`src/rtl/hit_or_miss_gap_fill_3x3_core_defines.svh`:
```
// Assertion macros shared by the gap fill core.
`ifndef HIT_OR_MISS_GAP_FILL_3X3_CORE_DEFINES_SVH
`define HIT_OR_MISS_GAP_FILL_3X3_CORE_DEFINES_SVH

// Same-cycle implication, disabled while reset is low.
`define HMGF_ASSERT_IMPL(label, clk, rst_n, ante, cons, msg) \
    label: assert property (@(posedge clk) disable iff (!(rst_n)) (ante) |-> (cons)) \
        else $error(msg);

// Next-cycle implication, disabled while reset is low.
`define HMGF_ASSERT_NEXT(label, clk, rst_n, ante, cons, msg) \
    label: assert property (@(posedge clk) disable iff (!(rst_n)) (ante) |=> (cons)) \
        else $error(msg);

`endif

```
`src/rtl/hmgf_fifo.sv`:
```
// Small register FIFO used for the step queue and the output buffer.
module hmgf_fifo #(
    parameter int WIDTH = 8,
    parameter int DEPTH = 4
) (
    input  logic                       i_clk,
    input  logic                       i_rst_n,
    input  logic                       i_push,
    input  logic [WIDTH-1:0]           i_push_data,
    output logic                       o_push_ready,
    input  logic                       i_pop,
    output logic                       o_pop_valid,
    output logic [WIDTH-1:0]           o_pop_data,
    output logic [$clog2(DEPTH):0]     o_count
);
    localparam int PW = $clog2(DEPTH);

    logic [WIDTH-1:0] r_mem [DEPTH];
    logic [PW-1:0]    r_wr_ptr;
    logic [PW-1:0]    r_rd_ptr;
    logic [PW:0]      r_count;
    logic             do_push;
    logic             do_pop;

    assign o_push_ready = (r_count != (PW+1)'(DEPTH));
    assign o_pop_valid  = (r_count != '0);
    assign o_pop_data   = r_mem[r_rd_ptr];
    assign o_count      = r_count;
    assign do_push      = i_push && o_push_ready;
    assign do_pop       = i_pop && o_pop_valid;

    always_ff @(posedge i_clk) begin
        if (!i_rst_n) begin
            r_wr_ptr <= '0;
            r_rd_ptr <= '0;
            r_count  <= '0;
        end else begin
            if (do_push) begin
                r_wr_ptr <= r_wr_ptr + PW'(1);
            end
            if (do_pop) begin
                r_rd_ptr <= r_rd_ptr + PW'(1);
            end
            if (do_push && !do_pop) begin
                r_count <= r_count + (PW+1)'(1);
            end else if (do_pop && !do_push) begin
                r_count <= r_count - (PW+1)'(1);
            end
        end
    end

    always_ff @(posedge i_clk) begin
        if (do_push) begin
            r_mem[r_wr_ptr] <= i_push_data;
        end
    end

endmodule

```
`config.mk`:
```
export PLATFORM = sky130hd
export DESIGN_NAME = hmgf_fifo
export DESIGN_NICKNAME = d
export VERILOG_FILES = /design/src/rtl/hit_or_miss_gap_fill_3x3_core_defines.svh /design/src/rtl/hmgf_fifo.sv
export SDC_FILE = /design/constraint.sdc
export NUM_CORES = 1
export LEC_CHECK = 0
export BUFFER_PORTS_ARGS = -buffer_cell sky130_fd_sc_hd__buf_2
export CORE_MARGIN = 2
export CORE_UTILIZATION = 45
export CTS_CLUSTER_DIAMETER = 60
export CTS_CLUSTER_SIZE = 12
export DETAILED_ROUTE_END_ITERATION = 10
export PLACE_DENSITY_LB_ADDON = 0.2
export SETUP_SLACK_MARGIN = 0.3
export SLEW_MARGIN = 20
export SYNTH_ARGS = -nofsm -noshare
export SYNTH_HDL_FRONTEND = slang
export SYNTH_SLANG_ARGS = --single-unit
```
`constraint.sdc`:
```
create_clock -name i_clk -period 1.9 [get_ports i_clk]
set_input_delay 0.095 -clock i_clk [delete_from_list [all_inputs] [get_ports i_clk]]
set_output_delay 0.095 -clock i_clk [all_outputs]
set_load 0.005 [all_outputs]
```
==> impl_metrics.ini <==
[die]
core_area_um2 = 3610
die_height_um = 64.7
dieWidth_um = 64.7
pin_count = 25
initial_core_util_pct = 45.9
rows = 22
die_area_um2 = 4180

[critical_path]
timing.setup.critical_path_class = reg2reg
crit_fanout = 3
cp_cell_sequence = o31ai_4, ha_2, inv_2, fa_2, xor2_1, or3_1, a21boi_1
cp.required_ps = 2130
cp-start-kind = register
end_kind = register
cp_slowest_cell = dfxtp_4
worstPathArrival_ps = 2100
crit_path_max_incr_delay_ps = 370

[logic_synthesis]
postSynthAreaPerCell_um2 = 18.4
synth.distinct_cells = 22
synth-seq-cells = 41
synthArstFlopShare_pct = 0
synthesis.area_um2 = 1660
ys_top_cells_by_count = 32 x edfxtp_1, 9 x dfxtp_1, 8 x and2_1, 8 x mux4_2
synth_top_area_share_pct = 58.0
synth-edff-count = 32
yosysWarnings = 0
synthFlopType = edfxtp_1
synth_area_leaders = edfxtp_1 58%, dfxtp_1 11%, mux4_2 11%, ha_1 3.8%, and2_1 3.0%
yosysMostFrequentCell = edfxtp_1
syn_nets = 108
yosysTopAreaCell = edfxtp_1
seq_area_frac_synth_pct = 68.9
syn_inst = 90

[drt]
viasPerCell = 4.94
drc = 0
vias = 860
wire_per_inst_um = 14.7
drt-total-wl_um = 2560
ant_nets = 0
drtPass1Iterations = 4
drt-initial-drc-count = 22

[sta]
setup_tns_ps = 0
final_max_slew_viol_count = 0
final_hold_viol_count = 0
worstMarginPinSlew_ps = 438
rsz0062_at_grt = yes
max-slew-margin-rel_pct = 70.8
period_share_pct = 98.9
fin_skew_ps = 3.92
fmax_mhz = 532
fin_crit_ps = 1880
setup_violations = 0

[global_route]
track_usage_pct = 15.2
grt_max_degree = 14
grt_pass1_vias = 914
grt_pass1_wl_um = 4420
gr-total-overflow = 0
antenna_found_initial = 0

[cells_and_area]
drive_gt1_share_pct = 45.2
num-fill-cells = 300
regArea_um2 = 1150
fin_nets = 143
finish.utilization_pct = 55.8
n_antenna_cell = 0
multi_input_area_um2 = 502
area_growth_pct = 21.5

[worst_hold_path]
hold_class = in2reg

[place]
dp_hpwl_um = 1790
port_buffers = 24
gp_congestion = 0.790

[pwr]
p_leak_nw = 0.734
power.density_nw_per_um2 = 1320
peakVddDrop_v = 0.000561

[clock_tree]
cts_buffers = 5
cts_tree = yes
cts_sinks = 41
holdBufCountCts = 0
clk_path_buf_depth = 2
cts-root-buf = clkbuf_8
clk_pin_slew_worst_paths_ps = 80
clk_latency_ps = 290
htreeDepth = 2

[flow_run]
drv_cap = 0

[status]
status = finished clean
layout by cell type, fill, tap and decap left out, drive strengths merged, types with 2 or more instances in the layout:
cell type  Yosys  layout
inv            3       3
buf            1      31
dfxtp          9       9
a21boi         2       2
edfxtp        32      32
ha             5       5
nand2          5       5
mux2i          3       3
xnor2          3       3
mux4           8       8
clkbuf         2       5
or3            2       2
and2           8       8
metal layers:
metal	vias up	GRT usage [%]	routed length, µm
li1	404	-	-
met3	6	4.86	135
met4	0	7.98	57
met5	-	0	0
met2	24	25.0	1280
met1	426	17.7	1090
per-stage QoR:
| step | total power (W) | instance area (µm²) | setup WS, ps | hold WS (ps) | std cells |
|---|---|---|---|---|---|
| after floorplan | 0.00170 | 1670 | 68.0 | 194 | 90 |
| after detailed placement | 0.00197 | 1870 | -15.6 | 311 | 163 |
| after global placement | 0.00194 | 1870 | 70.1 | 305 | 163 |
| after global routing | 0.00283 | 2010 | -40.1 | 12.6 | 174 |
| final | 0.00267 | 2010 | 21.6 | 13.3 | 174 |
| after CTS | 0.00269 | 2000 | 20.7 | 3.64 | 174 |
timing repair:
item,4_1_cts,5_1_grt
setup endpoints to repair,2,10
pin swaps,2,0
gates resized for setup,0,3
buffers inserted,3,0
path summary, 6_finish.rpt:
kind,start,endpoint,slack (ps),cells after the start
min,i_push_data[5],r_mem[2][5]$_DFFE_PP_,10,1
max,o_count[0]$_SDFFE_PN0P_,o_count[2]$_SDFFE_PN0P_,20,7
max reg2reg,o_count[0]$_SDFFE_PN0P_,o_count[2]$_SDFFE_PN0P_,20,7
min reg2reg,r_wr_ptr[1]$_SDFFE_PN0P_,r_wr_ptr[1]$_SDFFE_PN0P_,500,2
area by class of cell:
type                            count  share of cell area (%)
Sequential cell                    41                    57.1
Tap cell                           48                    2.98
Clock buffer                        5                    3.42
Inverter                            3                   0.559
Multi-Input combinational cell     43                    24.9
Timing Repair Buffer               31                    8.95
Clock inverter                      3                    2.05
registers in the layout, indices dropped and copies added (netlist names), named ones only:
| signal | cells |
|---|---|
| r_rd_ptr | 2 |
| r_mem | 32 |
| o_count | 3 |
| r_wr_ptr | 2 |
worst max-delay path: cells and delay by family, from the launching register on:
kind	cells	cell delay, ps
adder cells (fa/ha/maj)	2	550
XOR/XNOR	1	150
buffers and inverters	1	40
flip-flops	1	370
AO/OA/AOI/OAI	2	390
AND/OR/NAND/NOR	1	300
kinds of logic after synthesis:
family,synth area share [%]
XOR/XNOR,2.12
multiplexers,12.7
adder cells (fa/ha/maj),4.98
flip-flops,68.9
AO/OA/AOI/OAI,4.15
AND/OR/NAND/NOR,5.74
buffers and inverters,1.43
power by group:
| group | leakage (nW) | total, W | internal, W | switching, W |
|---|---|---|---|---|
| Sequential | 0.369 | 0.00121 | 0.00111 | 0.0000944 |
| Combinational | 0.313 | 0.000776 | 0.000443 | 0.000333 |
| Clock | 0.0518 | 0.000682 | 0.000386 | 0.000295 |
Power figures use the tool's default switching activity.
