### config.mk
export PLATFORM = sky130hd
export DESIGN_NAME = hmgf_front
export DESIGN_NICKNAME = d
export VERILOG_FILES = /design/src/rtl/hit_or_miss_gap_fill_3x3_core_defines.svh /design/src/rtl/hmgf_pkg.sv /design/src/rtl/hmgf_front.sv
export SDC_FILE = /design/constraint.sdc
export NUM_CORES = 1
export LEC_CHECK = 0
export BUFFER_PORTS_ARGS = -buffer_cell sky130_fd_sc_hd__buf_2
export CAP_MARGIN = 5
export CORE_MARGIN = 2
export CORE_UTILIZATION = 60
export DETAILED_ROUTE_END_ITERATION = 8
export PLACE_DENSITY = 0.84
export SLEW_MARGIN = 20
export SYNTH_ARGS = -nofsm -noshare
export SYNTH_HDL_FRONTEND = slang
export SYNTH_SLANG_ARGS = --single-unit
### constraint.sdc
create_clock -name i_clk -period 5.05 [get_ports i_clk]
set_input_delay 1.2625 -clock i_clk [delete_from_list [all_inputs] [get_ports i_clk]]
set_output_delay 1.2625 -clock i_clk [all_outputs]
set_load 0.01 [all_outputs]
### src/rtl/hit_or_miss_gap_fill_3x3_core_defines.svh
// Assertion macros shared by the gap fill core.
`ifndef HIT_OR_MISS_GAP_FILL_3X3_CORE_DEFINES_SVH
`define HIT_OR_MISS_GAP_FILL_3X3_CORE_DEFINES_SVH

// Same-cycle implication, disabled while reset is low.
`define HMGF_ASSERT_IMPL(label, clk, rst_n, ante, cons, msg) \
    label: assert property (@(posedge clk) disable iff (!(rst_n)) (ante) |-> (cons)) \
        else $error(msg);

// Next-cycle implication, disabled while reset is low.
`define HMGF_ASSERT_NEXT(label, clk, rst_n, ante, cons, msg) \
    label: assert property (@(posedge clk) disable iff (!(rst_n)) (ante) |=> (cons)) \
        else $error(msg);

`endif

### src/rtl/hmgf_pkg.sv
// Types, constants and helpers shared by the gap fill core modules.
package hmgf_pkg;

    localparam int PIX_W     = 8;
    localparam int CFG_W     = 11;
    localparam int CFG_IDX_W = 2;

    localparam logic [CFG_IDX_W-1:0] REG_IMAGE_WIDTH  = 2'd0;
    localparam logic [CFG_IDX_W-1:0] REG_IMAGE_HEIGHT = 2'd1;

    localparam logic ACT_FLUSH = 1'b1;

    localparam logic [CFG_W-1:0] WIDTH_RST    = 11'd640;
    localparam logic [CFG_W-1:0] HEIGHT_RST   = 11'd480;
    localparam logic [CFG_W-1:0] HEIGHT_LIMIT = 11'd1024;

    localparam logic [PIX_W-1:0] PIX_FULL = 8'd255;

    localparam int Q_DEPTH   = 4;
    localparam int OUT_DEPTH = 4;
    localparam int OCNT_W    = $clog2(OUT_DEPTH) + 1;

    // One classified stream step handed from the front to the back.
    typedef struct packed {
        logic [PIX_W-1:0] pix;
        logic [CFG_W-1:0] col;
        logic [CFG_W-1:0] mcol;
        logic             s1;
        logic             s1_int;
        logic             s2;
        logic             s2_int;
        logic             last;
    } t_op;

    // 3x3 window indexed [row][column], row 0 is the oldest line.
    typedef logic [2:0][2:0][PIX_W-1:0] t_win;

    function automatic t_win win_shift(t_win w, logic [PIX_W-1:0] top,
                                       logic [PIX_W-1:0] mid, logic [PIX_W-1:0] bot);
        t_win s;
        s = w;
        for (int r = 0; r < 3; r++) begin
            s[r][0] = w[r][1];
            s[r][1] = w[r][2];
        end
        s[0][2] = top;
        s[1][2] = mid;
        s[2][2] = bot;
        return s;
    endfunction

endpackage

### src/rtl/hmgf_front.sv
// Front end: accepts stream words, tracks frame positions and classifies each step.
module hmgf_front import hmgf_pkg::*; #(
    parameter int MAX_WIDTH = 1024
) (
    input  logic                 i_clk,
    input  logic                 i_rst_n,
    input  logic                 i_s_tvalid,
    output logic                 o_s_tready,
    input  logic [PIX_W-1:0]     i_s_tdata,   // [7:0] pixel
    input  logic                 i_s_tuser,   // [0] action
    input  logic                 i_cfg_valid,
    output logic                 o_cfg_ready,
    input  logic [CFG_IDX_W-1:0] i_cfg_index,
    input  logic [CFG_W-1:0]     i_cfg_data,
    output logic                 o_q_valid,
    output t_op                  o_q_op,
    input  logic                 i_q_ready
);
    localparam logic [CFG_W-1:0] W_RST_EFF =
        (int'(WIDTH_RST) > MAX_WIDTH) ? CFG_W'(MAX_WIDTH) : WIDTH_RST;

    logic [CFG_W-1:0] r_w_eff, r_w_m1, r_h_eff, r_h_m1;
    logic [CFG_W-1:0] r_in_col, r_in_row, r_out_col, r_out_row;

    logic [CFG_W-1:0] cfg_w, cfg_h, mr, mc;
    logic             accept, flush, complete, c_nz, s1, s2, last;

    assign o_cfg_ready = 1'b1;
    // A register write restarts the frame, so no stream word is taken in that cycle.
    assign o_s_tready  = i_q_ready && !i_cfg_valid;

    always_comb begin
        if (i_cfg_data == '0) begin
            cfg_w = CFG_W'(1);
        end else if (32'(i_cfg_data) > 32'(MAX_WIDTH)) begin
            cfg_w = CFG_W'(MAX_WIDTH);
        end else begin
            cfg_w = i_cfg_data;
        end
        if (i_cfg_data == '0) begin
            cfg_h = CFG_W'(1);
        end else if (i_cfg_data > HEIGHT_LIMIT) begin
            cfg_h = HEIGHT_LIMIT;
        end else begin
            cfg_h = i_cfg_data;
        end
    end

    always_comb begin
        accept   = i_s_tvalid && o_s_tready;
        flush    = (i_s_tuser == ACT_FLUSH);
        complete = (r_in_row >= r_h_eff);
        c_nz     = (r_in_col != '0);
        // Position of the stage-one window center relative to this step.
        s1 = (r_in_row >= CFG_W'(2)) || ((r_in_row == CFG_W'(1)) && c_nz);
        mr = c_nz ? (r_in_row - CFG_W'(1)) : (r_in_row - CFG_W'(2));
        mc = c_nz ? (r_in_col - CFG_W'(1)) : r_w_m1;
        s2 = s1 && ((mr >= CFG_W'(2)) || ((mr == CFG_W'(1)) && (mc != '0)));
        last = (r_out_row == r_h_m1) && (r_out_col == r_w_m1);

        o_q_valid       = accept && !(!complete && flush);
        o_q_op.pix      = complete ? '0 : i_s_tdata;
        o_q_op.col      = r_in_col;
        o_q_op.mcol     = mc;
        o_q_op.s1       = s1;
        o_q_op.s1_int   = (mr != '0) && (mr != r_h_m1) && (mc != '0) && (mc != r_w_m1);
        o_q_op.s2       = s2;
        o_q_op.s2_int   = (r_out_row != '0) && (r_out_row != r_h_m1) &&
                          (r_out_col != '0) && (r_out_col != r_w_m1);
        o_q_op.last     = last;
    end

    always_ff @(posedge i_clk) begin
        if (!i_rst_n) begin
            r_w_eff   <= W_RST_EFF;
            r_w_m1    <= W_RST_EFF - CFG_W'(1);
            r_h_eff   <= HEIGHT_RST;
            r_h_m1    <= HEIGHT_RST - CFG_W'(1);
            r_in_col  <= '0;
            r_in_row  <= '0;
            r_out_col <= '0;
            r_out_row <= '0;
        end else if (i_cfg_valid) begin
            unique case (i_cfg_index)
                REG_IMAGE_WIDTH: begin
                    r_w_eff   <= cfg_w;
                    r_w_m1    <= cfg_w - CFG_W'(1);
                    r_in_col  <= '0;
                    r_in_row  <= '0;
                    r_out_col <= '0;
                    r_out_row <= '0;
                end
                REG_IMAGE_HEIGHT: begin
                    r_h_eff   <= cfg_h;
                    r_h_m1    <= cfg_h - CFG_W'(1);
                    r_in_col  <= '0;
                    r_in_row  <= '0;
                    r_out_col <= '0;
                    r_out_row <= '0;
                end
                default: begin
                end
            endcase
        end else if (o_q_valid) begin
            if (s2 && last) begin
                r_in_col  <= '0;
                r_in_row  <= '0;
                r_out_col <= '0;
                r_out_row <= '0;
            end else begin
                if (r_in_col == r_w_m1) begin
                    r_in_col <= '0;
                    r_in_row <= r_in_row + CFG_W'(1);
                end else begin
                    r_in_col <= r_in_col + CFG_W'(1);
                end
                if (s2) begin
                    if (r_out_col == r_w_m1) begin
                        r_out_col <= '0;
                        r_out_row <= r_out_row + CFG_W'(1);
                    end else begin
                        r_out_col <= r_out_col + CFG_W'(1);
                    end
                end
            end
        end
    end

endmodule

==> flow_summary.yaml <==
synthesis:
  synthesis.area_per_instance_um2: 7.580
  post_synth_arst_share: 0
  yosys-top-cells-count: "sky130_fd_sc_hd__nand2_1, sky130_fd_sc_hd__dfxtp_1, sky130_fd_sc_hd__xnor2_1, sky130_fd_sc_hd__clkbuf_1, sky130_fd_sc_hd__nor2_1"
  synth.yosys.seq_area_share: 0.2621
  gate_count_after_technology_mapping: 776
  yosysTopAreaCellShare: 0.2621
  synth_seq_cells: 77
  synthesis.area_um2: 5882
  synth_top_area_cell: "sky130_fd_sc_hd__dfxtp_1"
  syn_nets: 828
  yosys_warnings: 0
  dominantRegCellSynth: "sky130_fd_sc_hd__dfxtp_1"
  cell_types_with_the_largest_area_share_after_synthesis: "sky130_fd_sc_hd__dfxtp_1, sky130_fd_sc_hd__xnor2_1, sky130_fd_sc_hd__ha_1, sky130_fd_sc_hd__nand2_1, sky130_fd_sc_hd__a21oi_1"
  number_of_enable_type_register_cells_in_the_synthesized_netlist: 0
  synth.lib_cells_used.distinct: 72
  post-synth-top-count-cell: "sky130_fd_sc_hd__nand2_1"
cts:
  h-tree-depth: 3
  hold_buffers: 0
  clock_insertion_delay_worst_skew_ns: 0.39
  cts_tree: "done"
  clk_pin_slew_worst_paths_ns: 0.09
  clk_path_buf_depth: 2
  cts.root.buffer_cell: "sky130_fd_sc_hd__clkbuf_8"
  clock_sinks: 77
  cts-buffers-inserted: 9
detailed_routing:
  post-route-drc-count: 0
  wire_per_inst_um: 18.76
  first_pass_iters: 5
  wl_mm: 17.53
  vias: 6014
  drtAntennaViolNets: 0
  route.detailed.vias_per_inst: 6.439
  drt_first_iter_violations: 506
global_route:
  grt_remaining_overflow: 0
  grt_util_all_layers: 0.3365
  grt_antenna_before_repair: 0
  vias_in_the_first_global_route: 5369
  global_route_wire_length_before_repair_mm: 27.48
  grt_max_degree: 29
cells_and_area:
  drive_above_1_share: 0.1311
  layout.cell_area.non_filler_um2: 6364
  nets_final: 848
  finish.utilization: 0.6602
  layout-area-overhead-vs-synth_pct: 8.190
  num_antenna_cells: 0
timing:
  final.period_utilization: 0.9495
  timing.final.hold_violations: 0
  timing.fmax_mhz: 208.6
  setup_viol: 0
  timing.setup.tns_ns: 0
  grt_setup_unrepaired: "false"
  worst_clock_skew_ns: 0.01453
  worst_slew_margin_rel: 0.3896
  timing.final.crit_period_ns: 4.795
  slew_viol_final: 0
  max_slew.worst_pin.slew_ns: 0.9094
critical_path:
  rr_startpoint: "r_in_col[0]$_SDFFE_PN0P_"
  crit_arrival_ns: 3.53
  cp-startpoint: "r_in_col[0]$_SDFFE_PN0P_"
  cp_data_required_time_ns: 3.79
  classification_of_the_worst_setup_path: "register to output port"
  worstSetupStartpointType: "register"
  endpoint_kind: "output port"
  critPathMaxFanout: 8
floorplanning:
  coreArea_um2: 9639
  floorplan.initialDensity: 0.6102
  fp.dieW_um: 103.0
  floorplan.die.height_um: 103.0
  io_pins: 65
  die-area_um2: 10610
  floorplan.rows: 36
power_and_ir_drop:
  leakagePower_nw: 2.467
  power-per-cell-area_nw_per_um2: 221.1
  peak_vdd_ir_mv: 0.2012
  power.total_mw: 1.407
placed_design:
  globalplace.congestion: 1.013
  dp_hpwl_mm: 12.96
  dpl-instance-area_um2: 6155
  port_buffers: 63
min_path:
  worst_hold_path_type: "register to register"
  min-delay-start: "r_h_eff[2]$_SDFFE_PN0P_"
run:
  max-cap-violations: 0
outcome:
  run_status: "finished, final reports clean"
==> cells by family after synthesis <==
family	Yosys count	synth area share
muxes	9	0.01638
other	1	0.0006376
and+or+nand+nor	317	0.2884
DFF	77	0.2621
AOI/OAI and AO/OA	174	0.2014
adders and majority gates	25	0.05318
buffers and inverters	101	0.07062
xor gates and xnor gates	72	0.1072
==> metrics by stage <==
step | hold WS (ns) | setup WS, ns | std cells
after detailed placement | 0.4540 | 0.6039 | 918
final | 0.4647 | 0.2551 | 934
after floorplan | 0.4363 | 1.047 | 776
after CTS | 0.4657 | 0.1704 | 934
after global placement | 0.4453 | 0.7011 | 918
after global routing | 0.4950 | 0.07033 | 934
==> final timing paths <==
| path | endpoint | slack (ns) | cells after the start |
|---|---|---|---|
| min | r_h_eff[2]$_SDFFE_PN0P_ | 0.46 | 2 |
| min reg2reg | r_h_eff[2]$_SDFFE_PN0P_ | 0.46 | 2 |
| max reg2reg | r_in_col[9]$_SDFFE_PN0P_ | 1.09 | 10 |
| max | o_q_op[3] | 0.26 | 11 |
==> power breakdown <==
group / switching (mW) / internal (mW)
sequential: 0.0227 / 0.620
combinational: 0.161 / 0.105
clock: 0.266 / 0.233
==> routing by layer <==
layer,track usage,part of all wire
met1,0.4226,0.42
met2,0.5445,0.47
met3,0.08203,0.079
met4,0.1549,0.038
met5,0,0
==> critical path, cell delays in order, from the launching register on <==
cell	delay [ns]
sky130_fd_sc_hd__dfxtp_1	0.40
sky130_fd_sc_hd__inv_1	0.15
sky130_fd_sc_hd__ha_1	0.29
sky130_fd_sc_hd__nor3b_4	0.42
sky130_fd_sc_hd__nand3_1	0.33
sky130_fd_sc_hd__or3_1	0.46
sky130_fd_sc_hd__a2111oi_4	0.43
sky130_fd_sc_hd__and3_1	0.22
sky130_fd_sc_hd__a31oi_1	0.05
sky130_fd_sc_hd__o211ai_1	0.15
sky130_fd_sc_hd__a21oi_1	0.10
sky130_fd_sc_hd__buf_2	0.15
==> state kept, by name, indices dropped and copies added, names as in the netlist <==
name	flops
r_h_m1	11
r_out_col	11
r_w_m1	11
r_h_eff	11
r_in_col	11
r_out_row	11
r_in_row	11
==> cell type report <==
cell class              instances  area [µm²]
fillers                       865        3276
flip-flops and latches         77        1541
well taps                     133       166.4
clock inverters                 6       72.57
inverters                      39       146.4
clock buffers                  10       127.6
repair buffers                 71       375.4
multi-input cells             598        3934
==> cells in the final DEF, fill, tap and decap left out, drive strengths merged, types with 7 or more instances in the layout <==
cell,n
a211oi,13
a21oi,40
a31oi,11
and2,21
and3,8
buf,71
clkbuf,10
dfxtp,77
ha,25
inv,40
mux2i,7
nand2,80
nand3,21
nand4,25
nor2,42
nor3,33
nor4,18
o211ai,23
o21a,10
o21ai,32
o31ai,13
or3,24
or4,18
xnor2,64
xor2,8
==> what timing repair did <==
| action | in CTS | in global routing |
|---|---|---|
| gates resized for setup | 0 | 3 |
| setup endpoints to repair | 0 | 2 |
| setup buffers | 0 | 0 |
(Power assumes the default switching activity.)
